--- config.mk ---
export PLATFORM = sky130hd
export DESIGN_NAME = gtrc_front
export DESIGN_NICKNAME = d
export VERILOG_FILES = /design/src/design/gtrc_pkg.sv /design/src/design/gtrc_front.sv
export SDC_FILE = /design/constraint.sdc
export NUM_CORES = 1
export LEC_CHECK = 0
export BUFFER_PORTS_ARGS = -buffer_cell sky130_fd_sc_hd__buf_2
export CAP_MARGIN = 20
export CORE_AREA = 5 5 72 74
export CTS_BUF_LIST = sky130_fd_sc_hd__clkbuf_16
export DETAILED_ROUTE_END_ITERATION = 10
export DIE_AREA = 0 0 77 79
export PLACE_DENSITY = 0.69
export REMOVE_ABC_BUFFERS = 1
export SLEW_MARGIN = 20
export SYNTH_ARGS = -nofsm -noshare
export SYNTH_HDL_FRONTEND = slang
export SYNTH_SLANG_ARGS = --single-unit
--- constraint.sdc ---
create_clock -name i_clk -period 4.4 [get_ports i_clk]
set_input_delay 0.44 -clock i_clk [delete_from_list [all_inputs] [get_ports i_clk]]
set_output_delay 0.44 -clock i_clk [all_outputs]
set_load 0.01 [all_outputs]
--- src/design/gtrc_pkg.sv ---
// ----------------------------------------------------------------------------
// gtrc_pkg
// Types and constants shared by the grid toggle rectangle count modules.
// ----------------------------------------------------------------------------
`default_nettype none

package gtrc_pkg;

    localparam int COORD_W = 8;
    localparam int COUNT_W = 17;
    localparam int SIDE_W  = 9;
    localparam int Q_DEPTH = 2;

    localparam logic [COUNT_W-1:0] MAX_COUNT = 17'd65536;

    localparam logic CMD_TOGGLE = 1'b0;
    localparam logic CMD_QUERY  = 1'b1;

    localparam logic STATUS_OK  = 1'b0;
    localparam logic STATUS_BAD = 1'b1;

    typedef enum logic [1:0] {
        K_TOGGLE,
        K_QUERY,
        K_BAD
    } t_kind;

    typedef struct packed {
        t_kind              kind;
        logic [COORD_W-1:0] row;
        logic [COORD_W-1:0] col;
        logic [COORD_W-1:0] row_end;
        logic [COORD_W-1:0] col_end;
    } t_op;

    typedef struct packed {
        logic clearing;
    } t_back_stat;

    typedef enum logic [3:0] {
        S_CLEAR,
        S_IDLE,
        S_CELL_RD,
        S_CELL_UPD,
        S_T_RD,
        S_T_WR,
        S_Q_LOAD,
        S_Q_RUN,
        S_Q_DRAIN,
        S_DONE
    } t_bstate;

endpackage

`default_nettype wire

--- src/design/gtrc_front.sv ---
// ----------------------------------------------------------------------------
// gtrc_front
// Holds the side register, accepts input beats and classifies them.
// ----------------------------------------------------------------------------
`default_nettype none

module gtrc_front import gtrc_pkg::*; #(
    parameter int MAX_SIDE = 256
) (
    input  wire logic               i_clk,
    input  wire logic               i_rst_n,
    input  wire logic               i_cfg_we,
    input  wire logic [SIDE_W-1:0]  i_cfg_wdata,
    input  wire logic               i_in_valid,
    output logic                    o_in_ready,
    input  wire logic               i_command,
    input  wire logic [COORD_W-1:0] i_row,
    input  wire logic [COORD_W-1:0] i_col,
    input  wire logic [COORD_W-1:0] i_row_end,
    input  wire logic [COORD_W-1:0] i_col_end,
    input  wire t_back_stat         i_back_stat,
    input  wire logic               i_q_ready,
    output logic                    o_push,
    output t_op                     o_op
);

    localparam int SW = ($clog2(MAX_SIDE + 1) > SIDE_W) ? $clog2(MAX_SIDE + 1) : SIDE_W;
    localparam logic [SW-1:0] SIDE_MAX   = SW'(MAX_SIDE);
    localparam logic [SW-1:0] SIDE_RESET = (MAX_SIDE < 256) ? SW'(MAX_SIDE) : SW'(256);

    logic [SW-1:0] r_side, n_side;
    logic [SW-1:0] wdata_w;
    logic          drop;
    logic          bad;

    assign wdata_w = SW'(i_cfg_wdata);

    // Clamp the written side into one .. MAX_SIDE.
    always_comb begin
        n_side = r_side;
        if (i_cfg_we) begin
            if (wdata_w == '0) begin
                n_side = SW'(1);
            end else if (wdata_w > SIDE_MAX) begin
                n_side = SIDE_MAX;
            end else begin
                n_side = wdata_w;
            end
        end
    end

    always_ff @(posedge i_clk) begin
        if (!i_rst_n) begin
            r_side <= SIDE_RESET;
        end else begin
            r_side <= n_side;
        end
    end

    always_comb begin
        drop = (i_command == CMD_TOGGLE)
            && ((SW'(i_row) >= r_side) || (SW'(i_col) >= r_side));
        bad  = (i_row > i_row_end) || (i_col > i_col_end)
            || (SW'(i_row_end) >= r_side) || (SW'(i_col_end) >= r_side);
        o_op.row     = i_row;
        o_op.col     = i_col;
        o_op.row_end = i_row_end;
        o_op.col_end = i_col_end;
        if (i_command == CMD_TOGGLE) begin
            o_op.kind = K_TOGGLE;
        end else if (bad) begin
            o_op.kind = K_BAD;
        end else begin
            o_op.kind = K_QUERY;
        end
    end

    assign o_in_ready = i_q_ready && !i_back_stat.clearing;
    // Out-of-side toggles are taken and dropped here.
    assign o_push     = i_in_valid && o_in_ready && !drop;

endmodule

`default_nettype wire

==> reports/results.md <==
| Item | Reported |
| --- | --- |
| Signal arrival time at the worst endpoint | 2100 ps |
| Final number of hold-violating endpoints | 0 |
| Layout cells sized above 1 | 32.8% |
| Count of flip-flops with a built-in enable after synthesis | 0 |
| Global route overflow | 0 |
| Area grow syn2layout | 18.5% |
| Result of the run | finished, final reports clean |
| Delay of the slowest cell on the worst path | 370 ps |
| Buffer count from post-CTS setup fixing | 0 |
| Number of placed I/O pins | 84 |
| Unrepaired setup endpoints after global routing | false |
| Cell leakage power | 1.10 nW |
| CTS HTree Levels | 1 |
| Clock skew after layout | 0 ps |
| Largest buffer count on any clock path | 2 |
| Highest attainable clock frequency | 393 MHz |
| Combinational family with the most area after synthesis | adder cells |
| Post-Synth XOR/XNOR Area | 0% |
| Biggest area consumer among synthesized cells | ha_1 |
| TNS Setup | 0 ps |
| Total placed cells including tap cells | 321 |
| Gp weighted congestion | 0.801 |
| Total number of vias | 1649 |
| Root Buffer | clkbuf_16 |
| Endpoints failing setup | 0 |
| Final period util | 57.8% |
| Most area-consuming cells after synthesis | ha_1 (35%), buf_4 (14%), dfxtp_1 (10%) |
| Number of buffers added by the clock tree synthesis step | 3 |
| Number of violations reported at the end of detailed-routing iteration 0 | 35 |
| Die height | 79 um |
| Slew margin rel. | 74.1% |
| Antenna Diode Count | 0 |
| Number of core rows | 25 |
| Pin count of the biggest net entering global routing | 15 |
| Final ANT Viol Nets | 0 |
| Power density normalized to cell area | 195 mW/mm^2 |
| Non-filler cells in the finished layout | 325 |
| Die Wd | 77 um |
| Clock latency reported for the late side of the worst-skew pair | 230 ps |
| List of cells traversed by the critical path | inv_1 -> ha_1 -> a211oi_1 -> a31oi_1 -> nor4_1 -> and4_1 -> buf_2 |
| Total of flip-flops plus latches after synthesis | 9 |
| Biggest fanout along the worst timing path | 5 |
| Vias in the first global route | 1574 |
| Maxcap violations | 0 |
| Average size of a mapped cell | 7.92 um^2 |
| Worst voltage drop across the vdd grid | 0.151 mV |
| Final setup margin | 1860 ps |
| DP Worst Slack | 1930 ps |
| Post-synthesis instance area | 0.00172 mm^2 |
| Slew Viols, Final | 0 |
| Primary flip-flop cell chosen by synthesis mapping | dfxtp_1 |
| Type of the tightest min-delay check | input port to register |
| Global-route wire length before repair | 6.80 mm |
| Port buffer count | 83 |
| Kind of cell adding the most delay to the critical path | simple AND/OR/NAND/NOR gates |
| Adder-cell area share of the yosys netlist | 34.9% |
| Simple-gate portion of the synthesized area | 17.4% |
| Estimated wirelength of the detail-placed design | 3.60 mm |
| Net count of the finished layout | 368 |
| Async set-reset flop share out of synthesis | 0% |
| Core area | 0.00454 mm^2 |
| Classification of the worst setup path | register to primary output |
| Clock Sink Count | 9 |
| Fin Hold WS | 452 ps |
| Area of the multi-input gates | 0.00119 mm^2 |
| Number of search-and-repair iterations in the first detailed-routing pass | 4 |
| Most flop-heavy register | r_side |
| Slowest cell on the critical path | nor4_1 |
| Post-layout utilization of the core | 44.9% |
| Filler instances | 476 |
| Share of the synthesized area in compound gates (AO/OA/AOI/OAI) | 17.1% |
| Instance count of the mapped netlist | 217 |
| Minimum period implied by the final worst setup slack | 2540 ps |
| Average vias per placed instance | 5.07 |
| Setup crit start kind | register |
| Number of warnings issued by yosys | 0 |
| Storage cell area | 180 um^2 |
| Share of synthesized area occupied by flip-flops and latches | 10.5% |
| Effective utilization at floorplan | 37.9% |
| Buffers and inverters on the worst path | 2 |
| TritonCTS clock tree | done |
| Multiplexer fraction of the synthesized cell area | 0% |
| Global-route usage over all layers | 13.3% |
| Biggest regs | r_side (9) |
| Required time of the worst setup path | 3960 ps |
| Clock Pin Slew Worst Setup and Hold Paths | 40 ps |
| Antenna violations before repair | 0 |
| DRC violations left | 0 |
| Worst Max-Slew Pin Slew | 385 ps |
| PostCTS Resize Cnt | 0 |
| Critical Path End Type | primary output |
| Flip-flop count of the largest register, all copies and words added | 9 |
| CTS Hold Buffers Added | 0 |
| Post-detailed-routing wire length | 4.05 mm |
| Yosys top cell area share | 34.9% |
| Wire length per cell | 12.5 um |
| Cell variety after synth | 35 |
| Die ar. | 0.00608 mm^2 |
==> area by class of cell <==
type,count,share of cell area [%]
Inverter,27,4.98
Clock buffer,3,3.69
Multi-Input combinational cell,148,58.6
Tap cell,54,3.32
Timing Repair Buffer,83,20.4
Sequential cell,9,8.85
Clock inverter,1,0.184
==> worst paths after layout <==
path / from / to / slack (ps) / depth (start not counted)
setup / recovery: r_side[7]$_SDFFE_PN0P_ / o_op[32] / 1860 / 7
hold / removal: i_rst_n / r_side[8]$_SDFFE_PN1P_ / 450 / 2
setup reg to reg: r_side[4]$_SDFFE_PN0P_ / r_side[4]$_SDFFE_PN0P_ / 3560 / 3
hold reg to reg: r_side[0]$_SDFFE_PN0P_ / r_side[0]$_SDFFE_PN0P_ / 570 / 2
==> metrics by stage <==
stage               power (mW)  cell area (um^2)
floorplan                0.164              1480
global placement         0.240              1960
detailed placement       0.244              1960
CTS                      0.403              2040
global route             0.429              2040
finish                   0.398              2040
==> kinds of logic after synthesis <==
logic type      after synthesis
fa+ha+maj                    48
buf+inv                      60
simple gates                 53
compound gates               47
flops                         9
==> where the power goes <==
part           total (mW)  switching [mW]  internal, mW
clock network       0.157          0.0385         0.119
registers          0.0875         0.00216        0.0853
logic               0.153          0.0818        0.0712
==> per-layer routing <==
metal / GRT usage [%] / share of wire, %
met5: 0 / 0
met4: 5.15 / 0.72
met3: 4.08 / 9.4
met2: 22.9 / 46
met1: 15.5 / 44
==> cell usage after synthesis, types with 2 or more instances <==
cell type / number
and4_1: 3
a211oi_1: 3
a31oi_1: 3
nor2b_1: 5
o31ai_1: 2
nand4_1: 5
dfxtp_1: 9
a21o_1: 5
nor2_1: 6
o21ai_0: 10
a21oi_1: 12
ha_1: 48
nand2_1: 12
nand3_1: 6
o22ai_1: 4
inv_1: 27
and2_1: 8
buf_4: 32
==> layout by cell type (no fill, tap or decap), types with 2 or more instances in the layout <==
cell type,n
nor2b_1,5
buf_2,83
nand4_1,5
dfxtp_1,9
nand3_1,6
o21ai_0,10
ha_1,48
clkbuf_16,3
and2_1,8
o22ai_1,4
nand2_1,12
inv_1,28
o31ai_1,2
a21oi_1,12
a31oi_1,3
a211oi_1,3
nor2_1,6
and4_1,3
a21o_1,5
==> worst register-to-register path, stage by stage (launching register included) <==
cell     delay [ps]
dfxtp_1         300
inv_1           170
o22ai_1         100
and2_1          160
No activity file was read; power rests on OpenSTA's default activity.
