[config.mk]
export PLATFORM = sky130hd
export DESIGN_NAME = gtrc_queue
export DESIGN_NICKNAME = d
export VERILOG_FILES = /design/src/design/gtrc_pkg.sv /design/src/design/gtrc_queue.sv
export SDC_FILE = /design/constraint.sdc
export NUM_CORES = 1
export LEC_CHECK = 0
export ABC_CLOCK_PERIOD_IN_PS = 2300
export BUFFER_PORTS_ARGS = -buffer_cell sky130_fd_sc_hd__buf_2
export CAP_MARGIN = 20
export CORE_MARGIN = 2
export CORE_UTILIZATION = 50
export CTS_CLUSTER_DIAMETER = 80
export DETAILED_ROUTE_END_ITERATION = 12
export HOLD_SLACK_MARGIN = 0.1
export PLACE_DENSITY_LB_ADDON = 0.3
export SYNTH_ARGS = -nofsm -noshare
export SYNTH_HDL_FRONTEND = slang
export SYNTH_SLANG_ARGS = --single-unit
[constraint.sdc]
create_clock -name i_clk -period 2.3 [get_ports i_clk]
set_input_delay 0.46 -clock i_clk [delete_from_list [all_inputs] [get_ports i_clk]]
set_output_delay 0.46 -clock i_clk [all_outputs]
set_load 0.005 [all_outputs]
[src/design/gtrc_pkg.sv]
// ----------------------------------------------------------------------------
// gtrc_pkg
// Types and constants shared by the grid toggle rectangle count modules.
// ----------------------------------------------------------------------------
`default_nettype none

package gtrc_pkg;

    localparam int COORD_W = 8;
    localparam int COUNT_W = 17;
    localparam int SIDE_W  = 9;
    localparam int Q_DEPTH = 2;

    localparam logic [COUNT_W-1:0] MAX_COUNT = 17'd65536;

    localparam logic CMD_TOGGLE = 1'b0;
    localparam logic CMD_QUERY  = 1'b1;

    localparam logic STATUS_OK  = 1'b0;
    localparam logic STATUS_BAD = 1'b1;

    typedef enum logic [1:0] {
        K_TOGGLE,
        K_QUERY,
        K_BAD
    } t_kind;

    typedef struct packed {
        t_kind              kind;
        logic [COORD_W-1:0] row;
        logic [COORD_W-1:0] col;
        logic [COORD_W-1:0] row_end;
        logic [COORD_W-1:0] col_end;
    } t_op;

    typedef struct packed {
        logic clearing;
    } t_back_stat;

    typedef enum logic [3:0] {
        S_CLEAR,
        S_IDLE,
        S_CELL_RD,
        S_CELL_UPD,
        S_T_RD,
        S_T_WR,
        S_Q_LOAD,
        S_Q_RUN,
        S_Q_DRAIN,
        S_DONE
    } t_bstate;

endpackage

`default_nettype wire

[src/design/gtrc_queue.sv]
// ----------------------------------------------------------------------------
// gtrc_queue
// Short FIFO of classified commands between the front and the back.
// ----------------------------------------------------------------------------
`default_nettype none

module gtrc_queue import gtrc_pkg::*; (
    input  wire logic i_clk,
    input  wire logic i_rst_n,
    input  wire logic i_push,
    input  wire t_op  i_op,
    output logic      o_ready,
    output logic      o_valid,
    output t_op       o_op,
    input  wire logic i_pop
);

    localparam int PW = (Q_DEPTH > 1) ? $clog2(Q_DEPTH) : 1;
    localparam int CW = $clog2(Q_DEPTH + 1);
    localparam logic [PW-1:0] LAST = PW'(Q_DEPTH - 1);
    localparam logic [CW-1:0] FULL = CW'(Q_DEPTH);

    t_op           r_mem [Q_DEPTH];
    logic [PW-1:0] r_wp, n_wp;
    logic [PW-1:0] r_rp, n_rp;
    logic [CW-1:0] r_cnt, n_cnt;
    logic          do_push;
    logic          do_pop;

    assign o_ready = (r_cnt != FULL);
    assign o_valid = (r_cnt != '0);
    assign o_op    = r_mem[r_rp];
    assign do_push = i_push && o_ready;
    assign do_pop  = i_pop && o_valid;

    always_comb begin
        n_wp  = r_wp;
        n_rp  = r_rp;
        n_cnt = r_cnt;
        if (do_push) begin
            n_wp = (r_wp == LAST) ? '0 : r_wp + 1'b1;
        end
        if (do_pop) begin
            n_rp = (r_rp == LAST) ? '0 : r_rp + 1'b1;
        end
        if (do_push && !do_pop) begin
            n_cnt = r_cnt + 1'b1;
        end else if (do_pop && !do_push) begin
            n_cnt = r_cnt - 1'b1;
        end
    end

    always_ff @(posedge i_clk) begin
        if (!i_rst_n) begin
            r_wp  <= '0;
            r_rp  <= '0;
            r_cnt <= '0;
        end else begin
            r_wp  <= n_wp;
            r_rp  <= n_rp;
            r_cnt <= n_cnt;
        end
    end

    always_ff @(posedge i_clk) begin
        if (do_push) begin
            r_mem[r_wp] <= i_op;
        end
    end

endmodule

`default_nettype wire

==> results of run 1 <==
==> power by group <==
| group | switching [mW] | total (mW) | internal, mW |
|---|---|---|---|
| clock network | 0.419 | 0.914 | 0.495 |
| logic | 0.382 | 0.836 | 0.454 |
| registers | 0.0627 | 1.73 | 1.66 |
==> Yosys cell counts, drive strengths merged <==
master,number,area share [%]
edfxtp,68,76
mux2,34,14
dfxtp,5,3.7
and2,4,0.93
buf,4,0.74
a21boi,2,0.56
o21ai,2,0.37
xnor2,2,0.65
a21bo,1,0.37
and3,1,0.23
ha,1,0.47
inv,1,0.14
nand2b,1,0.51
nand3b,1,0.28
or2,1,0.23
or3,1,0.23
xor2,1,0.33
==> metrics by stage <==
| step | std cells | area (sq um) | utilization (%) |
|---|---|---|---|
| 2_1_floorplan | 130 | 2690 | - |
| 5_1_grt | 290 | 3340 | 64.9 |
| 3_5_place_dp | 274 | 3160 | 61.4 |
| 4_1_cts | 290 | 3340 | 64.9 |
| 6_report | 290 | 3340 | 64.9 |
| 3_3_place_gp | 274 | 3160 | 61.4 |
==> metal layers <==
layer,vias up,share of wire (%)
li1,673,-
met1,681,40
met2,38,54
met3,4,5.4
met5,-,0
met4,0,1.1
==> worst min-delay path by stage <==
stage | start | end | slack [ns] | depth (start not counted)
2_1_floorplan | r_cnt[1] | r_cnt[1] | 0.51 | 2
3_3_place_gp | r_cnt[1] | r_cnt[1] | 0.53 | 2
3_5_place_dp | r_rp | flop | 0.58 | 2
4_1_cts | i_op[27] | r_mem[1][27] | 0.29 | 1
5_1_grt | i_op[12] | r_mem[1][12] | 0.28 | 1
6_report | i_op[0] | r_mem[0][0] | 0.31 | 1
==> logic make-up (layout without fill, tap and decap cells) <==
family | count (synthesis) | in the layout | share of synthesized area, %
compound gates | 5 | 5 | 1.30
xor+xnor | 3 | 3 | 0.978
fa+ha+maj | 1 | 1 | 0.465
buf+inv | 5 | 95 | 0.884
flops | 73 | 73 | 79.7
mux | 34 | 34 | 14.2
simple gates | 9 | 9 | 2.42
==> critical path: cells and delay by family, from the launching register on <==
family / cells / cell delay [ns]
buffers and inverters: 2 / 0.39
muxes: 1 / 0.37
DFF: 1 / 0.33
==> registers in the layout (all words and copies together) (netlist names), named ones only <==
name   cells
r_wp       1
r_rp       1
r_mem     68
r_cnt      2
==> final cells by class <==
type | instances | share of cell area, %
clock buffers | 12 | 4.05
multi-input cells | 52 | 15.6
inverters | 1 | 0.112
well taps | 70 | 2.62
clock inverters | 4 | 1.31
repair buffers | 78 | 12.1
flip-flops and latches | 73 | 64.2
==> results.txt, run 1 <==
Syn-to-layout area delta: 24.2%
Met3 Use GR: 6.47%
Hold Crit Class: input port to flop
CTS resizes: 0
CP startpoint kind: flop
Final WS setup: 0.408 ns
HPWL Detailed: 2980 microns
Die ar.: 0.00598 sq mm
Initial Utilization: 52.3%
Vias in the first global route: 1491
Arrival time worst endpoint: 1.43 ns
Worst Setup EP: o_op[19]
Yosys warnings: 0
Core Region: 0.00514 sq mm
Largest net degree at the start of global routing: 35
Vias: 1396
Clk pin slew, worst setup/hold paths: 0.07 ns
CP endpoint kind: output port
Routed WL per cell: 15.4 microns
Met2 usage: 27.4%
Antenna Cells: 0
Pwr Density: 1040 mW/mm^2
CP cell instances: buf_4 > mux2_2 > buf_2
Peak supply drop: 0.000775 V
Post-synthesis cell count: 130
Design Power: 3.48 mW
Max Fclk: 0.529 GHz
Cell area after synthesis: 0.00269 sq mm
Routability congestion estimate: 0.753
Crit-path max FO: 18
Final Setup Violations: 0
Hold_buf cts: 0
GRT busiest layer: met2
Seq/Total Area, Yosys: 79.7%
Die X-Extent: 77.3 microns
IO Pins: 74
Final hold slack: 0.309 ns
Total grt overflow: 0
Fraction of layout cells with a size suffix above 1: 57.7%
Antenna violations before repair: 0
Placement Rows: 26
First-pass GRT wire length: 7060 microns
RSZ-0062 raised after global routing: no
Max Cap Viol: 0
Fillers: 393
R2r worst-path depth: 5
Die H: 77.3 microns
Synth cell types: 19
Setup Buffers After CTS: 0
Commonest cells after routing, fill and taps aside: 73 x buf_2, 68 x edfxtp_1, 34 x mux2_2
Crit path max-delay cell type: mux2_2
Setup TNS: 0 ns
Number of I/O port buffers: 73
Tmin final: 1.89 ns
Required time of the critical path: 1.84 ns
H-tree levels: 3
Met1 Usage GRT: 17.8%
Commonest non-fill, non-tap cell in the layout: buf_2
WS Path Type: flop to output port
# nets final: 254
Leakage: 1.27 nW
Setup Skew: 0.00703 ns
Num CTS Buffers: 9
Multi-input gate area: 522 sq um
Final hold viol count: 0
Final Cycle Share: 82.2%
GRT Overall Usage: 16.3%
Pre-CTS setup slack: 0.641 ns
CP max stage delay: 0.37 ns
Detail Route Antenna Nets: 0
CTS tree: done
Final count of pins violating max slew: 0
CTS Root Cell: clkbuf_8
R2r setup slk: 0.67 ns
Syn_nets: 169
Synthesized flop and latch total: 73
R2R Path End: r_cnt[1]
Vias per cell: 4.81
DR pass1 iterations: 4
Worst skew pair latency: 0.34 ns
Outcome: finished clean
RR Startpoint: r_cnt[0]
Clock sinks: 73
Clock buffer depth: 2
Worst-Margin Slew: 0.460 ns
Slew Limit Headroom: 69.3%
DRC Markers: 0
Drt first-iter violations: 73
Avg Inst Size Synth: 20.7 sq um
Storage element area: 0.00214 sq mm
WL final: 4470 microns
No activity file was read; power rests on OpenSTA's default activity.
==> run 2: changes to the inputs <==
--- a/config.mk
+++ b/config.mk
@@ -5,7 +5,8 @@
 export SDC_FILE = /design/constraint.sdc
 export NUM_CORES = 1
 export LEC_CHECK = 0
-export ABC_CLOCK_PERIOD_IN_PS = 2300
+export ABC_AREA = 1
+export ABC_CLOCK_PERIOD_IN_PS = 1900
 export BUFFER_PORTS_ARGS = -buffer_cell sky130_fd_sc_hd__buf_2
 export CAP_MARGIN = 20
 export CORE_MARGIN = 2
==> constraint.sdc (replaced) <==
create_clock -name i_clk -period 1.9 [get_ports i_clk]
set_input_delay 0.38 -clock i_clk [delete_from_list [all_inputs] [get_ports i_clk]]
set_output_delay 0.38 -clock i_clk [all_outputs]
set_load 0.005 [all_outputs]
==> results.txt, run 2 <==
# nets final: 268 (+5.5%)
Largest net degree at the start of global routing: 21 (-40%)
Fraction of layout cells with a size suffix above 1: 55.1% (-2.6 points)
DR pass1 iterations: 4 (unchanged)
Post-synth EDFFs: 68 (unchanged)
CP cell instances: buf_12 > mux2_2 > buf_2
Post-synthesis cell count: 143 (+10%)
Final count of pins violating max slew: 0 (unchanged)
Synthesized flop and latch total: 73 (unchanged)
Synth cell types: 15 (-4)
CTS tree: done
HPWL Detailed: 2950 microns (-0.99%)
Outcome: finished clean
Routability congestion estimate: 0.717 (-4.9%)
Clock sinks: 73 (unchanged)
Peak supply drop: 0.000681 V (-12%)
Multi-input gate area: 624 sq um (+20%)
Post-synthesis compound-gate area fraction: 0.791% (-0.51 points)
Share of the synthesized area in the top cell type: 71.7% (-4.3 points)
Antenna violations before repair: 0 (unchanged)
R2r worst-path depth: 10 (+5)
Synth Area in XOR/XNOR: 0% (-0.98 points)
Design Power: 4.40 mW (+27%)
WL final: 4290 microns (-4.1%)
Final Setup Violations: 0 (unchanged)
CP endpoint kind: output port
Biggest regs: r_mem (68), r_cnt (2)
Number of I/O port buffers: 73 (unchanged)
Storage element area: 0.00215 sq mm (+0.18%)
Setup TNS: 0 ns (unchanged)
Vias in the first global route: 1514 (+1.5%)
Max Cap Viol: 0 (unchanged)
Worst-Margin Slew: 0.265 ns (-0.196 ns)
Post-Synth Adder-Cell Area: 0.439% (-0.026 points)
Initial Utilization: 51.7% (-0.55 points)
CP startpoint kind: flop
Post-synthesis simple-gate area fraction: 2.64% (+0.21 points)
Largest cells by area after synthesis: edfxtp_1 72%, mux2_4 16%, dfxtp_1 3.5%, buf_12 2.1%, mux2_2 1.6%
Die H: 79.5 microns (+2.8%)
Routed WL per cell: 14.0 microns (-9.1%)
DRC Markers: 0 (unchanged)
Arrival time worst endpoint: 1.45 ns (+0.02 ns)
Yosys warnings: 0 (unchanged)
Most flops, register: r_mem
Fillers: 405 (+3.1%)
Top-count cell post-synth: edfxtp_1
Leakage: 1.42 nW (+12%)
Placement Rows: 27 (+3.8%)
R2R Path End: r_cnt[1]
Max reg flops: 68 (unchanged)
Largest family of logic cells by synthesized area: multiplexers
CP Buf/Inv Count: 2 (unchanged)
Clock buffer depth: 2 (unchanged)
Vias: 1473 (+5.5%)
Die ar.: 0.00632 sq mm (+5.7%)
Final hold viol count: 0 (unchanged)
Syn-to-layout area delta: 23.2%
RR Startpoint: r_cnt[0]
Post-synthesis mux area share: 17.4% (+3.1 points)
WS Path Type: flop to output port
Hold Crit Class: input port to flop
Synth top cells by count: 68 x edfxtp_1, 30 x mux2_4, 9 x nand2_1
Drt first-iter violations: 65 (-11%)
Avg Inst Size Synth: 19.9 sq um (-3.6%)
Detail Route Antenna Nets: 0 (unchanged)
Main flop type after synthesis: edfxtp_1
HP Start: i_op[18]
Setup Skew: 0.00466 ns (-0.00237 ns)
Tmin final: 1.83 ns
Commonest non-fill, non-tap cell in the layout: buf_2
Total grt overflow: 0 (unchanged)
Worst Hold Depth: 1 (unchanged)
Die X-Extent: 79.5 microns (+2.8%)
Pwr Density: 1250 mW/mm^2 (+20%)
Crit path max-delay cell type: dfxtp_4
Num CTS Buffers: 9 (unchanged)
Crit-path max FO: 20 (+2)
CP max stage delay: 0.43 ns (+0.06 ns)
Required time of the critical path: 1.52 ns (-0.32 ns)
Hold_buf cts: 0 (unchanged)
Antenna Cells: 0 (unchanged)
H-tree levels: 3 (unchanged)
GRT Overall Usage: 14.7% (-1.6 points)
CTS Root Cell: clkbuf_8
Max Fclk: 0.545 GHz
First-pass GRT wire length: 6800 microns (-3.6%)
Syn_nets: 182 (+7.7%)
R2r setup slk: 0.35 ns (-0.32 ns)
Commonest cells after routing, fill and taps aside: 73 x buf_2, 68 x edfxtp_1, 31 x mux2_4
Seq/Total Area, Yosys: 75.2% (-4.5 points)
IO Pins: 74 (unchanged)
Clk pin slew, worst setup/hold paths: 0.07 ns (about the same)
Worst skew pair latency: 0.32 ns (-0.02 ns)
Hold EP: r_mem[0][18]
Final hold slack: 0.240 ns (-0.0694 ns)
CP delay by family, top: flip-flops
Async SR Flop Fraction: 0% (unchanged)
Final Cycle Share: 96.5%
Area leader, netlist: edfxtp_1
Cell area after synthesis: 0.00285 sq mm (+6.0%)
Core Region: 0.00551 sq mm (+7.1%)
RSZ-0062 raised after global routing: yes
Slew Limit Headroom: 82.3% (+13 points)
Vias per cell: 4.81 (about the same)
-- run 2: cell count changes in the layout (fill, tap and decap cells not counted), moves of 2 or more --
cell | before | now
mux2_2 | 34 | 3
mux2_4 | 0 | 31
nand2_1 | 0 | 9
inv_1 | 1 | 8
nor2_1 | 0 | 6
and2_1 | 4 | 0
clkbuf_8 | 9 | 11
nor2_4 | 0 | 2
xnor2_1 | 2 | 0
-- run 2: cell type report --
cell class	instances	share of cell area (%)
inverter	8	0.855
tap	72	2.57
multi-input combinational	58	17.8
sequential	73	61.1
clock buffer	13	4.53
timing repair buffer	79	12.0
clock inverter	3	1.10
-- run 2: logic make-up after synthesis --
family          count (synthesis)
fa+ha+maj                       1
flops                          73
simple gates                   19
mux                            34
compound gates                  4
buf+inv                        12
-- run 2: worst max path at each step --
stage	start	end	slack (ns)	cells past startpoint
after floorplan	r_cnt[0]	r_mem[0][0]	-0.55	4
after global placement	flop	o_op[18]	0.36	3
after detailed placement	flop	o_op[13]	0.33	3
after CTS	flop	o_op[13]	0.04	3
after global routing	flop	o_op[13]	-0.003	3
final	flop	o_op[19]	0.07	3
-- run 2: stage by stage --
stage                     util (%)  setup WS [ns]  std cells  cell area [sq um]
after detailed placement      60.1          0.328        290               3310
final                         63.8         0.0663        306               3510
after global routing          63.8       -0.00263        306               3510
after global placement        60.1          0.355        290               3310
after CTS                     63.7         0.0450        306               3510
after floorplan                  -         -0.553        143               2850
-- run 2: metal layers --
| layer | GRT usage [%] | vias to the layer above | share of wire (%) |
|---|---|---|---|
| met5 | 0 | - | 0 |
| met4 | 8.10 | 0 | 2.4 |
| met3 | 3.51 | 10 | 5.0 |
| met2 | 24.2 | 49 | 50 |
| met1 | 17.8 | 704 | 42 |
| li1 | - | 710 | - |
-- run 2: report_power, final --
group	switching (mW)	internal (mW)
sequential	0.0936	2.04
clock	0.499	0.673
combinational	0.492	0.603
total	1.08	3.31
-- run 2: repair_timing --
action / in CTS / in global routing
hold endpoints to repair: 0 / 0
gates resized for setup: 1 / 1
buffers inserted: 0 / 0
setup endpoints to repair: 6 / 3
-- run 2: worst register-to-register path: cells and delay by family (launching register included) --
kind | cells | cell delay (ns)
and+or+nand+nor | 5 | 0.52
DFF | 1 | 0.33
buffers and inverters | 4 | 0.33
adders and majority gates | 1 | 0.33
==> run 3: changes to the inputs <==
--- a/config.mk
+++ b/config.mk
@@ -5,7 +5,6 @@
 export SDC_FILE = /design/constraint.sdc
 export NUM_CORES = 1
 export LEC_CHECK = 0
-export ABC_AREA = 1
 export ABC_CLOCK_PERIOD_IN_PS = 1900
 export BUFFER_PORTS_ARGS = -buffer_cell sky130_fd_sc_hd__buf_2
 export CAP_MARGIN = 20
==> results.txt, run 3 (synthesized netlist as in run 1, its figures left out) <==
Outcome: finished clean
Routed WL per cell: 15.3 microns (+9.3%)
CP endpoint kind: output port
WS Path Type: flop to output port
Placement Rows: 26 (-3.7%)
Commonest cells after routing, fill and taps aside: 73 x buf_2, 68 x edfxtp_1, 34 x mux2_2
CP Buf/Inv Count: 2 (unchanged)
Vias per cell: 4.90 (+1.8%)
Die X-Extent: 77.3 microns (-2.7%)
Clock sinks: 73 (unchanged)
Max Cap Viol: 0 (unchanged)
Final Setup Violations: 0 (unchanged)
Drt first-iter violations: 93 (+43%)
CTS tree: done
Vias in the first global route: 1472 (-2.8%)
Detail Route Antenna Nets: 0 (unchanged)
Largest net degree at the start of global routing: 35 (+67%)
CTS resizes: 0 (-1)
DR pass1 iterations: 3 (-1)
Worst-Margin Slew: 0.277 ns (+0.0124 ns)
Max Fclk: 0.552 GHz (+1.2%)
Routability congestion estimate: 0.742 (+3.6%)
Fin util: 65.0% (+1.3 points)
HPWL Detailed: 3020 microns (+2.4%)
Clk pin slew, worst setup/hold paths: 0.07 ns (about the same)
Arrival time worst endpoint: 1.43 ns (-0.02 ns)
Instance count on the critical path: 3 (unchanged)
DRC Markers: 0 (unchanged)
Worst Hold Depth: 1 (unchanged)
RR Startpoint: r_cnt[0]
Antenna violations before repair: 0 (unchanged)
Fraction of layout cells with a size suffix above 1: 58.7% (+3.6 points)
Final hold viol count: 0 (unchanged)
Setup Skew: 0.00681 ns (+0.00215 ns)
Hold Crit Class: input port to flop
R2r setup slk: 0.33 ns (-0.02 ns)
CTS Root Cell: clkbuf_8
Setup Buffers After CTS: 0 (unchanged)
RSZ-0062 raised after global routing: no
Crit-path max FO: 20 (unchanged)
CP delay by family, top: buffers and inverters
CP startpoint kind: flop
Worst skew pair latency: 0.32 ns (about the same)
Total grt overflow: 0 (unchanged)
Leakage: 1.27 nW (-11%)
Required time of the critical path: 1.52 ns (about the same)
Final hold slack: 0.240 ns (+0.000109 ns)
GRT Overall Usage: 15.7% (+1.0 points)
R2r worst-path depth: 5 (-5)
Antenna Cells: 0 (unchanged)
Core Region: 0.00514 sq mm (-6.7%)
Design Power: 4.19 mW (-4.8%)
Syn-to-layout area delta: 24.4%
Slew Limit Headroom: 81.5% (-0.78 points)
Crit path max-delay cell type: mux2_2
Die H: 77.3 microns (-2.7%)
CP cell instances: buf_4 > mux2_2 > buf_2
Final Cycle Share: 95.4% (-1.1 points)
Final count of pins violating max slew: 0 (unchanged)
CP max stage delay: 0.38 ns (-0.05 ns)
Peak supply drop: 0.000913 V (+34%)
Most flops, register: r_mem
Max reg flops: 68 (unchanged)
Vias: 1411 (-4.2%)
Tmin final: 1.81 ns (-0.0213 ns)
Biggest regs: r_mem (68), r_cnt (2)
Hold_buf cts: 0 (unchanged)
H-tree levels: 3 (unchanged)
Pwr Density: 1250 mW/mm^2 (about the same)
Num CTS Buffers: 9 (unchanged)
R2R Path End: r_cnt[1]
Hold EP: r_mem[0][22]
HP Start: i_op[22]
Initial Utilization: 52.3% (+0.55 points)
WL final: 4410 microns (+2.9%)
IO Pins: 74 (unchanged)
# nets final: 254 (-5.2%)
Setup TNS: 0 ns (unchanged)
Die ar.: 0.00598 sq mm (-5.4%)
Commonest non-fill, non-tap cell in the layout: buf_2
Number of I/O port buffers: 73 (unchanged)
First-pass GRT wire length: 6920 microns (+1.7%)
Clock buffer depth: 2 (unchanged)
-- run 3: per-stage QoR --
stage          worst slack [ns]  std cells  cell area (sq um)
2_1_floorplan            0.0667        130               2690
3_3_place_gp              0.402        274               3170
3_5_place_dp              0.343        274               3170
4_1_cts                  0.0525        288               3340
5_1_grt                  0.0147        288               3340
6_report                 0.0876        288               3340
-- run 3: how the worst max path moves through the flow --
stage / endpoint / slack, ns / start
final: o_op[20] / 0.09 / flop
after global routing: o_op[20] / 0.01 / flop
after CTS: o_op[20] / 0.05 / flop
after detailed placement: r_cnt[1] / 0.34 / r_cnt[0]
after global placement: r_cnt[1] / 0.40 / r_cnt[0]
after floorplan: r_mem[1][0] / 0.07 / r_cnt[0]
-- run 3: layout make-up --
type / instances / area, sq um
Inverter: 1 / 3.75
Tap cell: 70 / 87.6
Fill cell: 405 / 1800
Sequential cell: 73 / 2140
Clock buffer: 9 / 124
Clock inverter: 5 / 48.8
Timing Repair Buffer: 78 / 415
Multi-Input combinational cell: 52 / 522
-- run 3: routing by layer --
layer | track usage, % | wire (microns) | vias up
li1 | - | - | 677
met1 | 16.5 | 1660 | 687
met2 | 28.2 | 2440 | 38
met3 | 4.35 | 223 | 9
met4 | 8.57 | 82 | 0
met5 | 0 | 0 | -
-- run 3: power breakdown --
group | leakage, nW | internal (mW) | switching [mW] | total [mW]
sequential | 0.676 | 2.01 | 0.0730 | 2.08
clock | 0.0921 | 0.580 | 0.501 | 1.08
combinational | 0.503 | 0.556 | 0.464 | 1.02
total | 1.27 | 3.15 | 1.04 | 4.19
-- run 3: worst register-to-register path, delay by kind of cell (launching register included) --
kind | cells | cell delay, ns
flip-flops | 1 | 0.36
AO/OA/AOI/OAI | 1 | 0.14
adder cells (fa/ha/maj) | 1 | 0.32
AND/OR/NAND/NOR | 3 | 0.69
